$ cat config.mk
export PLATFORM = sky130hd
export DESIGN_NAME = video_switcher_me_bus_unit_flat
export DESIGN_NICKNAME = d
export VERILOG_FILES = /design/src/rtl/core/vsmb_pkg.sv /design/src/rtl/core/vsmb_if.sv /design/src/rtl/core/vsmb_div.sv /design/src/rtl/core/video_switcher_me_bus_unit.sv /design/src/flat_wrapper.sv
export SDC_FILE = /design/constraint.sdc
export NUM_CORES = 1
export LEC_CHECK = 0
export BUFFER_PORTS_ARGS = -buffer_cell sky130_fd_sc_hd__buf_2
export CAP_MARGIN = 20
export CELL_PAD_IN_SITES_DETAIL_PLACEMENT = 1
export CELL_PAD_IN_SITES_GLOBAL_PLACEMENT = 1
export CORE_AREA = 3 3 137 192
export CTS_CLUSTER_DIAMETER = 60
export DETAILED_ROUTE_END_ITERATION = 16
export DIE_AREA = 0 0 140 195
export PLACE_DENSITY = 0.85
export SLEW_MARGIN = 20
export SYNTH_ARGS = -nofsm -noshare
export SYNTH_HDL_FRONTEND = slang
export SYNTH_SLANG_ARGS = --single-unit
$ cat constraint.sdc
create_clock -name clk_i -period 6.2 [get_ports clk_i]
set_clock_uncertainty 0.05 [all_clocks]
set_input_delay 0.62 -clock clk_i [delete_from_list [all_inputs] [get_ports clk_i]]
set_output_delay 0.62 -clock clk_i [all_outputs]
set_load 0.005 [all_outputs]
$ cat src/rtl/core/vsmb_pkg.sv
package vsmb_pkg;

  // fixed-point and id widths
  localparam int FRAC_BITS = 12;
  localparam int ID_BITS   = 8;
  localparam int QW        = FRAC_BITS + 1;
  localparam int FUNC_W    = 3;
  localparam int DUR_W     = 16;
  localparam int STEP_W    = 10;
  localparam int KIND_W    = 2;
  localparam int CNT_W     = $clog2(FRAC_BITS + 1);

  localparam logic [QW-1:0] ONE_Q  = QW'(1) << FRAC_BITS;
  localparam logic [QW-1:0] HALF_Q = QW'(1) << (FRAC_BITS - 1);

  // command codes
  localparam logic [FUNC_W-1:0] FN_STAGE = 3'd0;
  localparam logic [FUNC_W-1:0] FN_CUT   = 3'd1;
  localparam logic [FUNC_W-1:0] FN_AUTO  = 3'd2;
  localparam logic [FUNC_W-1:0] FN_FTB   = 3'd3;
  localparam logic [FUNC_W-1:0] FN_SWAP  = 3'd4;
  localparam logic [FUNC_W-1:0] FN_REPL  = 3'd5;
  localparam logic [FUNC_W-1:0] FN_TICK  = 3'd6;

  // transition kinds
  localparam logic [KIND_W-1:0] KIND_NONE = 2'd0;
  localparam logic [KIND_W-1:0] KIND_AUTO = 2'd1;
  localparam logic [KIND_W-1:0] KIND_FTB  = 2'd2;
  localparam logic [KIND_W-1:0] KIND_FFB  = 2'd3;

  // sequencer states
  typedef enum logic [2:0] {
    ST_IDLE,
    ST_EXEC,
    ST_DIV,
    ST_SAMPLE,
    ST_RESP
  } state_e;

  // divider request and response
  typedef struct packed {
    logic             start;
    logic [DUR_W-1:0] dividend;
    logic [DUR_W-1:0] divisor;
  } div_req_t;

  typedef struct packed {
    logic          done;
    logic [QW-1:0] quotient;
  } div_rsp_t;

endpackage

$ cat src/rtl/core/vsmb_if.sv
// command words in
interface vsmb_in_if;
  import vsmb_pkg::*;
  logic              valid;
  logic              ready;
  logic [FUNC_W-1:0] func;
  logic [ID_BITS-1:0] look_id;
  logic [DUR_W-1:0]  duration_ms;
  logic [STEP_W-1:0] step_ms;
  modport source (output valid, func, look_id, duration_ms, step_ms, input ready);
  modport sink   (input valid, func, look_id, duration_ms, step_ms, output ready);
endinterface

// status words out
interface vsmb_out_if;
  import vsmb_pkg::*;
  logic               valid;
  logic               ready;
  logic [ID_BITS-1:0] program_look;
  logic [ID_BITS-1:0] preview_look;
  logic [QW-1:0]      opacity;
  logic [QW-1:0]      progress;
  logic [KIND_W-1:0]  kind;
  logic               ftb_active;
  logic               took_program;
  logic               ended;
  logic               ignored;
  modport source (output valid, program_look, preview_look, opacity, progress, kind,
                  ftb_active, took_program, ended, ignored, input ready);
  modport sink   (input valid, program_look, preview_look, opacity, progress, kind,
                  ftb_active, took_program, ended, ignored, output ready);
endinterface

// configuration write words
interface vsmb_cfg_if;
  import vsmb_pkg::*;
  logic             valid;
  logic             ready;
  logic [DUR_W-1:0] min_duration_ms;
  modport source (output valid, min_duration_ms, input ready);
  modport sink   (input valid, min_duration_ms, output ready);
endinterface

$ cat src/rtl/core/vsmb_div.sv
module vsmb_div (
  input  logic               clk_i,
  input  logic               rst_ni,
  input  vsmb_pkg::div_req_t req_i,
  output vsmb_pkg::div_rsp_t rsp_o
);
  import vsmb_pkg::*;

  logic             run_q, run_d;
  logic             done_q, done_d;
  logic [CNT_W-1:0] cnt_q, cnt_d;
  logic [DUR_W-1:0] rem_q, rem_d;
  logic [QW-1:0]    quo_q, quo_d;
  logic [DUR_W:0]   shifted;
  logic [DUR_W:0]   diff;

  // one restoring step per cycle
  assign shifted = {rem_q, 1'b0};
  assign diff    = shifted - {1'b0, req_i.divisor};

  always_comb begin
    run_d  = run_q;
    done_d = 1'b0;
    cnt_d  = cnt_q;
    rem_d  = rem_q;
    quo_d  = quo_q;
    if (req_i.start) begin
      if (req_i.dividend >= req_i.divisor) begin
        // quotient at or above one saturates
        quo_d  = ONE_Q;
        done_d = 1'b1;
        run_d  = 1'b0;
      end else begin
        rem_d = req_i.dividend;
        quo_d = '0;
        cnt_d = CNT_W'(FRAC_BITS);
        run_d = 1'b1;
      end
    end else if (run_q) begin
      if (shifted >= {1'b0, req_i.divisor}) begin
        rem_d = diff[DUR_W-1:0];
        quo_d = {quo_q[QW-2:0], 1'b1};
      end else begin
        rem_d = shifted[DUR_W-1:0];
        quo_d = {quo_q[QW-2:0], 1'b0};
      end
      cnt_d = cnt_q - CNT_W'(1);
      if (cnt_q == CNT_W'(1)) begin
        run_d  = 1'b0;
        done_d = 1'b1;
      end
    end
  end

  // control registers
  always_ff @(posedge clk_i or negedge rst_ni) begin
    if (!rst_ni) begin
      run_q  <= 1'b0;
      done_q <= 1'b0;
      cnt_q  <= '0;
    end else begin
      run_q  <= run_d;
      done_q <= done_d;
      cnt_q  <= cnt_d;
    end
  end

  // datapath registers
  always_ff @(posedge clk_i) begin
    rem_q <= rem_d;
    quo_q <= quo_d;
  end

  assign rsp_o.done     = done_q;
  assign rsp_o.quotient = quo_q;

  a_done_after_run: assert property (@(posedge clk_i) disable iff (!rst_ni)
    run_q && (cnt_q == CNT_W'(1)) && !req_i.start |=> done_q)
    else $error("divider did not finish after last step");

  a_quo_range: assert property (@(posedge clk_i) disable iff (!rst_ni)
    done_q |-> quo_q <= ONE_Q)
    else $error("progress quotient above one");

  a_no_start_while_run: assert property (@(posedge clk_i) disable iff (!rst_ni)
    run_q |-> !req_i.start)
    else $error("divider restarted while running");

endmodule

$ cat src/rtl/core/video_switcher_me_bus_unit.sv
// channel | dir | words carried
// in_i    | in  | func, look_id, duration_ms, step_ms
// out_o   | out | program_look, preview_look, opacity, progress, kind, flags
// cfg_i   | in  | min_duration_ms, always ready
//
// a word without a progress sample goes from accept through exec to the output register;
// a transition start or a running tick passes exec, 12 restoring divider steps, done,
// sample and load (no steps when elapsed already reaches the length and t saturates)
// one command at a time: in_i is ready only in the idle state, in the cycle after the load
// a full output register holds the sequencer in the response state until out_o is taken
// reset leaves both buses empty, no transition, opacity fully opaque, minimum 60 ms
module video_switcher_me_bus_unit (
  input  logic clk_i,
  input  logic rst_ni,
  vsmb_in_if.sink    in_i,
  vsmb_out_if.source out_o,
  vsmb_cfg_if.sink   cfg_i
);
  import vsmb_pkg::*;

  state_e state_q, state_d;

  logic [DUR_W-1:0]   min_dur_q;
  logic [ID_BITS-1:0] prog_q, prog_d;
  logic [ID_BITS-1:0] prev_q, prev_d;
  logic               fade_q, fade_d;
  logic [KIND_W-1:0]  kind_q, kind_d;
  logic [DUR_W-1:0]   len_q, len_d;
  logic [DUR_W-1:0]   elapsed_q, elapsed_d;
  logic               mid_q, mid_d;
  logic [QW-1:0]      level_q, level_d;
  logic               took_q, took_d;
  logic               end_q, end_d;
  logic               ign_q, ign_d;
  logic [QW-1:0]      t_q, t_d;

  logic [FUNC_W-1:0]  func_q;
  logic [ID_BITS-1:0] look_q;
  logic [DUR_W-1:0]   dur_q;
  logic [STEP_W-1:0]  step_q;

  logic               out_valid_q, out_valid_d;
  logic               out_load;

  logic               busy;
  logic [DUR_W-1:0]   len_pick;
  logic [DUR_W-1:0]   len_new;
  logic [DUR_W:0]     elapsed_sum;
  logic [DUR_W-1:0]   elapsed_sat;
  logic [QW:0]        twice_t;

  div_req_t div_req;
  div_rsp_t div_rsp;

  vsmb_div u_div (
    .clk_i  (clk_i),
    .rst_ni (rst_ni),
    .req_i  (div_req),
    .rsp_o  (div_rsp)
  );

  // handshakes
  assign in_i.ready  = (state_q == ST_IDLE);
  assign cfg_i.ready = 1'b1;

  // shared helpers
  assign busy        = (kind_q != KIND_NONE);
  assign len_pick    = (dur_q > min_dur_q) ? dur_q : min_dur_q;
  assign len_new     = (len_pick == '0) ? DUR_W'(1) : len_pick;
  assign elapsed_sum = {1'b0, elapsed_q} + (DUR_W + 1)'(step_q);
  assign elapsed_sat = elapsed_sum[DUR_W] ? '1 : elapsed_sum[DUR_W-1:0];
  assign twice_t     = {t_q, 1'b0};

  // sequencer: next state and datapath updates
  always_comb begin
    state_d   = state_q;
    prog_d    = prog_q;
    prev_d    = prev_q;
    fade_d    = fade_q;
    kind_d    = kind_q;
    len_d     = len_q;
    elapsed_d = elapsed_q;
    mid_d     = mid_q;
    level_d   = level_q;
    took_d    = took_q;
    end_d     = end_q;
    ign_d     = ign_q;
    t_d       = t_q;
    out_load  = 1'b0;
    div_req.start = 1'b0;

    case (state_q)
      ST_IDLE: begin
        if (in_i.valid) begin
          state_d = ST_EXEC;
        end
      end
      ST_EXEC: begin
        took_d  = 1'b0;
        end_d   = 1'b0;
        ign_d   = 1'b0;
        t_d     = '0;
        state_d = ST_RESP;
        case (func_q)
          FN_STAGE: begin
            prev_d = look_q;
          end
          FN_CUT: begin
            if (busy) begin
              ign_d = 1'b1;
            end else begin
              if (fade_q) begin
                fade_d  = 1'b0;
                level_d = ONE_Q;
              end
              prog_d = prev_q;
              if (prog_q != '0) begin
                prev_d = prog_q;
              end
              took_d = 1'b1;
            end
          end
          FN_AUTO: begin
            if (busy || (prev_q == '0)) begin
              ign_d = 1'b1;
            end else begin
              mid_d         = 1'b0;
              kind_d        = KIND_AUTO;
              len_d         = len_new;
              elapsed_d     = '0;
              div_req.start = 1'b1;
              state_d       = ST_DIV;
            end
          end
          FN_FTB: begin
            if (busy) begin
              ign_d = 1'b1;
            end else begin
              kind_d        = fade_q ? KIND_FFB : KIND_FTB;
              len_d         = len_new;
              elapsed_d     = '0;
              div_req.start = 1'b1;
              state_d       = ST_DIV;
            end
          end
          FN_SWAP: begin
            if (busy) begin
              ign_d = 1'b1;
            end else begin
              prog_d = prev_q;
              prev_d = prog_q;
            end
          end
          FN_REPL: begin
            if (busy || (look_q == '0)) begin
              ign_d = 1'b1;
            end else begin
              prog_d = look_q;
            end
          end
          FN_TICK: begin
            if (busy) begin
              elapsed_d     = elapsed_sat;
              div_req.start = 1'b1;
              state_d       = ST_DIV;
            end
          end
          default: begin
            ign_d = 1'b1;
          end
        endcase
      end
      ST_DIV: begin
        if (div_rsp.done) begin
          t_d     = div_rsp.quotient;
          state_d = ST_SAMPLE;
        end
      end
      ST_SAMPLE: begin
        case (kind_q)
          KIND_AUTO: begin
            if (t_q < HALF_Q) begin
              level_d = ONE_Q - twice_t[QW-1:0];
            end else begin
              level_d = QW'(twice_t - {1'b0, ONE_Q});
            end
            // commit once at the midpoint
            if (!mid_q && (t_q >= HALF_Q)) begin
              mid_d  = 1'b1;
              prog_d = prev_q;
              if (prog_q != '0) begin
                prev_d = prog_q;
              end
              took_d = 1'b1;
            end
          end
          KIND_FTB: level_d = ONE_Q - t_q;
          KIND_FFB: level_d = t_q;
          default: ;
        endcase
        // transition complete
        if (t_q >= ONE_Q) begin
          case (kind_q)
            KIND_FTB: begin
              fade_d  = 1'b1;
              level_d = '0;
            end
            KIND_FFB: begin
              fade_d  = 1'b0;
              level_d = ONE_Q;
            end
            KIND_AUTO: level_d = ONE_Q;
            default: ;
          endcase
          kind_d = KIND_NONE;
          end_d  = 1'b1;
        end
        state_d = ST_RESP;
      end
      ST_RESP: begin
        if (!out_valid_q || out_o.ready) begin
          out_load = 1'b1;
          state_d  = ST_IDLE;
        end
      end
      default: state_d = ST_IDLE;
    endcase

    div_req.dividend = elapsed_d;
    div_req.divisor  = len_d;
  end

  assign out_valid_d = out_load | (out_valid_q & ~out_o.ready);

  // state register
  always_ff @(posedge clk_i or negedge rst_ni) begin
    if (!rst_ni) begin
      state_q <= ST_IDLE;
    end else begin
      state_q <= state_d;
    end
  end

  // bus and transition state
  always_ff @(posedge clk_i or negedge rst_ni) begin
    if (!rst_ni) begin
      min_dur_q   <= DUR_W'(60);
      prog_q      <= '0;
      prev_q      <= '0;
      fade_q      <= 1'b0;
      kind_q      <= KIND_NONE;
      len_q       <= '0;
      elapsed_q   <= '0;
      mid_q       <= 1'b0;
      level_q     <= ONE_Q;
      took_q      <= 1'b0;
      end_q       <= 1'b0;
      ign_q       <= 1'b0;
      t_q         <= '0;
      out_valid_q <= 1'b0;
    end else begin
      if (cfg_i.valid) begin
        min_dur_q <= cfg_i.min_duration_ms;
      end
      prog_q      <= prog_d;
      prev_q      <= prev_d;
      fade_q      <= fade_d;
      kind_q      <= kind_d;
      len_q       <= len_d;
      elapsed_q   <= elapsed_d;
      mid_q       <= mid_d;
      level_q     <= level_d;
      took_q      <= took_d;
      end_q       <= end_d;
      ign_q       <= ign_d;
      t_q         <= t_d;
      out_valid_q <= out_valid_d;
    end
  end

  // command word capture
  always_ff @(posedge clk_i) begin
    if (in_i.valid && in_i.ready) begin
      func_q <= in_i.func;
      look_q <= in_i.look_id;
      dur_q  <= in_i.duration_ms;
      step_q <= in_i.step_ms;
    end
  end

  // output register
  always_ff @(posedge clk_i) begin
    if (out_load) begin
      out_o.program_look <= prog_q;
      out_o.preview_look <= prev_q;
      out_o.opacity      <= level_q;
      out_o.progress     <= t_q;
      out_o.kind         <= kind_q;
      out_o.ftb_active   <= fade_q;
      out_o.took_program <= took_q;
      out_o.ended        <= end_q;
      out_o.ignored      <= ign_q;
    end
  end

  assign out_o.valid = out_valid_q;

  a_level_range: assert property (@(posedge clk_i) disable iff (!rst_ni)
    level_q <= ONE_Q)
    else $error("opacity above one");

  a_ftb_not_held: assert property (@(posedge clk_i) disable iff (!rst_ni)
    (kind_q == KIND_FTB) |-> !fade_q)
    else $error("fade to black running while already held black");

  a_ffb_held: assert property (@(posedge clk_i) disable iff (!rst_ni)
    (kind_q == KIND_FFB) |-> fade_q)
    else $error("fade from black running while not held black");

  a_done_in_div: assert property (@(posedge clk_i) disable iff (!rst_ni)
    div_rsp.done |-> (state_q == ST_DIV))
    else $error("divider result outside the wait state");

  a_accept_exec: assert property (@(posedge clk_i) disable iff (!rst_ni)
    (in_i.valid && in_i.ready) |=> (state_q == ST_EXEC))
    else $error("accepted word not executed");

endmodule
$ cat src/flat_wrapper.sv
// flat-port wrapper written by rule: the top's interface ports become plain ports
module video_switcher_me_bus_unit_flat import vsmb_pkg::*;
  (clk_i, rst_ni, in_i_valid, in_i_func, in_i_look_id, in_i_duration_ms, in_i_step_ms, in_i_ready, out_o_valid, out_o_program_look, out_o_preview_look, out_o_opacity, out_o_progress, out_o_kind, out_o_ftb_active, out_o_took_program, out_o_ended, out_o_ignored, out_o_ready, cfg_i_valid, cfg_i_min_duration_ms, cfg_i_ready);
  vsmb_in_if in_i_i ();
  vsmb_out_if out_o_i ();
  vsmb_cfg_if cfg_i_i ();
  input  logic clk_i;
  input  logic rst_ni;
  input wire logic [$bits(in_i_i.valid)-1:0] in_i_valid;
  input wire logic [$bits(in_i_i.func)-1:0] in_i_func;
  input wire logic [$bits(in_i_i.look_id)-1:0] in_i_look_id;
  input wire logic [$bits(in_i_i.duration_ms)-1:0] in_i_duration_ms;
  input wire logic [$bits(in_i_i.step_ms)-1:0] in_i_step_ms;
  output wire logic [$bits(in_i_i.ready)-1:0] in_i_ready;
  output wire logic [$bits(out_o_i.valid)-1:0] out_o_valid;
  output wire logic [$bits(out_o_i.program_look)-1:0] out_o_program_look;
  output wire logic [$bits(out_o_i.preview_look)-1:0] out_o_preview_look;
  output wire logic [$bits(out_o_i.opacity)-1:0] out_o_opacity;
  output wire logic [$bits(out_o_i.progress)-1:0] out_o_progress;
  output wire logic [$bits(out_o_i.kind)-1:0] out_o_kind;
  output wire logic [$bits(out_o_i.ftb_active)-1:0] out_o_ftb_active;
  output wire logic [$bits(out_o_i.took_program)-1:0] out_o_took_program;
  output wire logic [$bits(out_o_i.ended)-1:0] out_o_ended;
  output wire logic [$bits(out_o_i.ignored)-1:0] out_o_ignored;
  input wire logic [$bits(out_o_i.ready)-1:0] out_o_ready;
  input wire logic [$bits(cfg_i_i.valid)-1:0] cfg_i_valid;
  input wire logic [$bits(cfg_i_i.min_duration_ms)-1:0] cfg_i_min_duration_ms;
  output wire logic [$bits(cfg_i_i.ready)-1:0] cfg_i_ready;
  assign in_i_i.valid = in_i_valid;
  assign in_i_i.func = in_i_func;
  assign in_i_i.look_id = in_i_look_id;
  assign in_i_i.duration_ms = in_i_duration_ms;
  assign in_i_i.step_ms = in_i_step_ms;
  assign in_i_ready = in_i_i.ready;
  assign out_o_valid = out_o_i.valid;
  assign out_o_program_look = out_o_i.program_look;
  assign out_o_preview_look = out_o_i.preview_look;
  assign out_o_opacity = out_o_i.opacity;
  assign out_o_progress = out_o_i.progress;
  assign out_o_kind = out_o_i.kind;
  assign out_o_ftb_active = out_o_i.ftb_active;
  assign out_o_took_program = out_o_i.took_program;
  assign out_o_ended = out_o_i.ended;
  assign out_o_ignored = out_o_i.ignored;
  assign out_o_i.ready = out_o_ready;
  assign cfg_i_i.valid = cfg_i_valid;
  assign cfg_i_i.min_duration_ms = cfg_i_min_duration_ms;
  assign cfg_i_ready = cfg_i_i.ready;
  video_switcher_me_bus_unit u_core (.clk_i(clk_i), .rst_ni(rst_ni), .in_i(in_i_i), .out_o(out_o_i), .cfg_i(cfg_i_i));
endmodule
-- Yosys cells after proc, flatten, opt, wreduce, memory -nomap -nowiden
Index checks and enable logic that the tools add are counted.
- flip-flop bits (word level): 221
- bits of input ports: 58
- output and inout port bits: 51
- word-level logic and storage cells: 208
- $add $sub $neg: 6
- order comparisons: 6
- eq/ne operators: 36
- mux-type cells: 92
- bitwise operators: 3
- reductions and logical operators: 32
- operators with widths (operator ; count):
    16-bit two-way mux ; 14
    13-bit two-way mux ; 9
    13-bit one-hot mux with 2 select lines ; 3
    8-bit two-way mux ; 9
    16-bit one-hot mux with 3 select lines ; 1
    8-bit one-hot mux with 2 select lines ; 3
    13-bit one-hot mux with 3 select lines ; 1
    16-bit one-hot mux with 2 select lines ; 1
    1-bit two-way mux ; 27
    13-bit subtractor (first input constant) ; 2
    3-bit != test (second input constant) ; 8
    8-bit one-hot mux with 3 select lines ; 1
    3-bit two-way mux ; 6
    16-bit by 10-bit adder with 17-bit output ; 1
    17-bit by 16-bit greater-or-equal comparator with 1-bit output ; 1
    16-bit greater-or-equal comparator ; 1
    16-bit greater-than comparator ; 1
    16-bit zero test ; 1
    8-bit zero test ; 2
    16-bit subtractor ; 1
    3-bit one-hot mux with 5 select lines ; 1
    5-bit AND reduction ; 3
    2-bit != test (second input constant) ; 7
    13-bit by 12-bit greater-or-equal comparator with 1-bit output (second input constant) ; 1
    35 further kinds ; 70

-- Longest topological paths before layout
- word-level depth: 11
- mapped depth: 26
- depth with buffers taken out: 25

-- Hierarchy
A second synthesis with hierarchy kept.
- cell total of the unflattened synthesis: 1093
- area total of the unflattened synthesis: 11479.8 µm²
- by module, submodules not included (module ; times used ; cells each ; area each (µm²) ; sequential area each (µm²)):
    video_switcher_me_bus_unit ; 1 ; 818 ; 8744.6 ; 5086.1
    vsmb_div ; 1 ; 275 ; 2735.1 ; 1021.0

-- Worst setup path after synthesis
Ideal clock, no wire load.
- path type: reg-to-reg
- start point: register u_core.min_dur_q[3]
- end point: register u_core.u_div.rem_q[14] (data pin)
- library setup time: 0.260 ns
- data arrival time: 4.910 ns
- required time: 5.890 ns
- slack: 0.980 ns
- cell stages (with the launch flop): 21
- buffers on the path: 3
- clock period less this slack: 5.220 ns
- cells stage by stage: dfstp_2 -> inv_1 -> ha_1 -> a21oi_1 -> a2111o_1 -> a31oi_1 -> clkbuf_1 -> clkbuf_1 -> a21oi_1 -> o21ai_0 -> inv_1 -> ha_1 -> clkbuf_1 -> nand2_1 -> a2111oi_1 -> o211ai_1 -> and3_1 -> a311oi_1 -> a31oi_1 -> a32o_1 -> mux2_2
- RTL lines (item ; line ; RTL):
    start: declaration ; video_switcher_me_bus_unit.sv:23 ; logic [DUR_W-1:0] min_dur_q;
    start signal: assignment ; video_switcher_me_bus_unit.sv:263 ; min_dur_q <= cfg_i.min_duration_ms;
    end signal: assignment ; vsmb_div.sv:70 ; rem_q <= rem_d;
    end: declaration ; vsmb_div.sv:12 ; logic [DUR_W-1:0] rem_q, rem_d;

==> flow_summary.toml <==
[status]
outcome = "finished clean"

[final_layout]
layout_cell_share_with_drive_strength_beyond_1_pct = 15.2
antennaDiodeCount = 0
layout-area-overhead-vs-synth_pct = 14.6
fillCellCount = 2793
final_nets = 1350
register_area_um2 = 6110
multi_input_area_um2 = 5000

[route]
antenna_violating_nets_post_route = 0
post-route-drc-count = 0
postRouteWirelength_um = 31200
detailedRoute.firstIterationViolations = 499
drt_first_pass_iters = 5
detail_route.vias_per_cell = 5.77
detailroute.via_count = 9016
wire_per_inst_um = 20.0

[cts]
tritoncts.num_buffers = 22
tritoncts = "done"
clk-insertion-delay-late_ps = 520
cts-root-buf = "sky130_fd_sc_hd__clkbuf_16"
setup_bufs_post_cts = 0
cts_htree_levels = 1
cts_num_sinks = 221
cts.hold.buffers_added = 0
worst_setup_hold_path_clk_slew_ps = 60
clk_path_buf_depth = 3
cts_resized = 0

[timing]
hold_violations = 0
rsz0062_at_grt = "no"
fmax_ghz = 0.175
final.period_utilization_pct = 92.3
final.min_clock_period_ps = 5720
maxSlewHeadroom_pct = 33.9
setup_violations = 0
tns_ps = 0
report.final.slew_viol_count = 0
post_layout_worst_setup_margin_ps = 480
max_slew.worst_pin.slew_ps = 988
whs_ps = 1.38

[hold_path]
hold_path_class = "primary input to async pin"

[critical_path]
startpoint_type = "flip-flop"
worst_ep_required_time_ps = 6350
crit_type = "flip-flop to flip-flop"
r2r_cells = 23
crit-reg2reg-capture = "u_core.u_div.rem_q[0]"
reg2reg_setup_slack_ps = 480
critPathMaxStageDelay_ps = 440
path_max_fanout = 16
timing.critical_path.cells = "ha_1, inv_1, fa_1, nor2b_1, o21ai_0, a21boi_0, o21ai_0, a21oi_1, o21ai_0, nand2_1, and3_1, o21ai_0, nand2_1, ha_1, a21o_1, a21o_1, a21oi_1, a211o_1, a21oi_1, a211oi_1, o311ai_1, nand2_1, buf_4"
timing.rr.start = "u_core.step_q[0]"
timing.critical_path.to_type = "flip-flop"
timing.critical_path.from = "u_core.step_q[0]"
timing.critical_path.slowest_stage_cell = "sky130_fd_sc_hd__o21ai_0"
worst_path_most_repeated_cell = "sky130_fd_sc_hd__o21ai_0"
timing.critical_path.arrival_ps = 5870

[synthesis]
synthCells = 1130
dominantRegCellSynth = "sky130_fd_sc_hd__edfxtp_1"
yosysUniqueCellTypes = 67
cell_accounting_for_the_most_synthesized_area = "sky130_fd_sc_hd__edfxtp_1"
syn_area_um2 = 11500
post_synthesis_async_set_or_reset_flop_share_pct = 48.4
synth_sequential_area_ratio_pct = 53.1
yosysTopAreaCellShare_pct = 29.8
yosys_register_bits = 221
netlist_top_cells_area = "sky130_fd_sc_hd__edfxtp_1 (30%), sky130_fd_sc_hd__dfrtp_1 (22%), sky130_fd_sc_hd__ha_1 (6.4%), sky130_fd_sc_hd__nand2_1 (5.4%), sky130_fd_sc_hd__o21ai_0 (4.4%)"
avgSynthCellArea_um2 = 10.2
yosysWarnings = 0
synth_common_cells = "sky130_fd_sc_hd__nand2_1 (164), sky130_fd_sc_hd__edfxtp_1 (114), sky130_fd_sc_hd__dfrtp_1 (102), sky130_fd_sc_hd__o21ai_0 (102), sky130_fd_sc_hd__a21oi_1 (79)"
synth_edf_count = 114
synth_nets = 1249
most_repeated_cell_in_the_gate_level_netlist_after_synthesis = "sky130_fd_sc_hd__nand2_1"

[floorplan]
core_region_area_um2 = 24700
initial_core_util_pct = 46.6
chipWidth_um = 140
io_pins = 109
placementRows = 68
die_height_um = 195
floorplan.die_area_um2 = 27300

[pwr]
pwr-share-seq_pct = 33.7
switching_share_pct = 41.1
static-leakage-power_nw = 5.58
pwr-share-comb_pct = 47.3
power.switching_w = 0.00309
share_clk_of_total_power_pct = 19.0
power.density_nw_per_um2 = 571
finalPower_w = 0.00753
worst_ir_drop_vdd_v = 0.000278
p_int_w = 0.00444

[global_route]
globalRouteOverflowTotal = 0
first_global_vias = 9725
grt_start_max_net_pins = 76
number_of_antenna_violations_at_the_first_check_in_global_routing = 0
grt_first_pass_wirelength_um = 50900
grt.total_usage_pct = 22.6

[place]
dpl_worst_slack_ps = 629
buffer_ports.inserted = 107
detailed_place_hpwl_um = 22300
place.gp.congestion = 0.909

[flow_run]
drv_cap = 0
critical path, delay by kind of cell (launching register included):
| kind | cells | cell delay [ps] |
|---|---|---|
| AOI/OAI and AO/OA | 13 | 3070 |
| and+or+nand+nor | 5 | 810 |
| buffers and inverters | 2 | 350 |
| adders and majority gates | 3 | 740 |
| DFF | 1 | 370 |
kinds of logic after synthesis:
family | Yosys count | share of synthesized area [%]
XOR/XNOR | 32 | 2.44
AND/OR/NAND/NOR | 379 | 15.4
other | 1 | 0.0326
AO/OA/AOI/OAI | 296 | 15.7
adder cells (fa/ha/maj) | 64 | 7.04
multiplexers | 31 | 2.77
buffers and inverters | 106 | 3.56
flip-flops | 221 | 53.1
registers in the layout (all words and copies together) (netlist names), 3 cells and up:
signal,flops
u_core.u_div.cnt_q,4
u_core.look_q,8
u_core.u_div.quo_q,13
u_core.prev_q,8
u_core.dur_q,16
u_core.out_o.preview_look,8
u_core.u_div.rem_q,16
u_core.out_o.progress,13
u_core.min_dur_q,16
u_core.elapsed_q,16
u_core.func_q,3
u_core.prog_q,8
u_core.out_o.opacity,13
u_core.t_q,13
u_core.out_o.program_look,8
u_core.step_q,10
u_core.level_q,13
u_core.state_q,3
u_core.len_q,16
power groups by stage:
stage | Combinational [W] | Sequential [W] | Clock (W)
floorplan | 0.00257 | 0.00241 | 0
global placement | 0.00331 | 0.00252 | 0
detailed placement | 0.00348 | 0.00255 | 0
CTS | 0.00356 | 0.00253 | 0.00146
global route | 0.00398 | 0.00260 | 0.00153
finish | 0.00356 | 0.00254 | 0.00143
through the flow:
stage / util (%) / instance area (um^2) / instances
final: 53.4 / 13200 / 1562
after global routing: 53.4 / 13200 / 1562
after CTS: 53.3 / 13200 / 1561
after detailed placement: 50.2 / 12400 / 1521
after global placement: 50.2 / 12400 / 1521
after floorplan: - / 11500 / 1130
per-layer routing:
layer | GRT usage, % | wire length, um
met1 | 26.4 | 12200
met2 | 43.0 | 16900
met3 | 2.45 | 1110
met4 | 7.32 | 1010
met5 | 0 | 0
layout make-up:
class                      count  area share [%]
timing repair buffer         125            5.26
inverter                      58            1.65
sequential                   221            46.3
clock buffer                  30            4.64
multi-input combinational    803            38.0
clock inverter                10            1.20
tap                          315            2.99
how the worst max path moves through the flow:
stage                                   endpoint  slack, ps  cells after the start
final                      u_core.u_div.rem_q[0]        480                     23
after global routing      u_core.u_div.rem_q[13]         40                     26
after CTS                 u_core.u_div.rem_q[12]        560                     26
after detailed placement   u_core.u_div.rem_q[1]        630                     22
after global placement    u_core.u_div.rem_q[14]        840                     21
after floorplan           u_core.u_div.rem_q[14]        980                     20
layout by cell type, fill, tap and decap left out, drive strengths merged, types with 17 or more instances in the layout:
cell type,instances
edfxtp,114
nand2,164
a21oi,79
nor4,17
inv,58
nand2b,17
clkbuf,30
xnor2,20
mux2i,24
ha,59
nor3,20
nand3,18
dfrtp,102
buf,125
nor2b,22
o21ai,112
nor2,75
(Power assumes the default switching activity.)
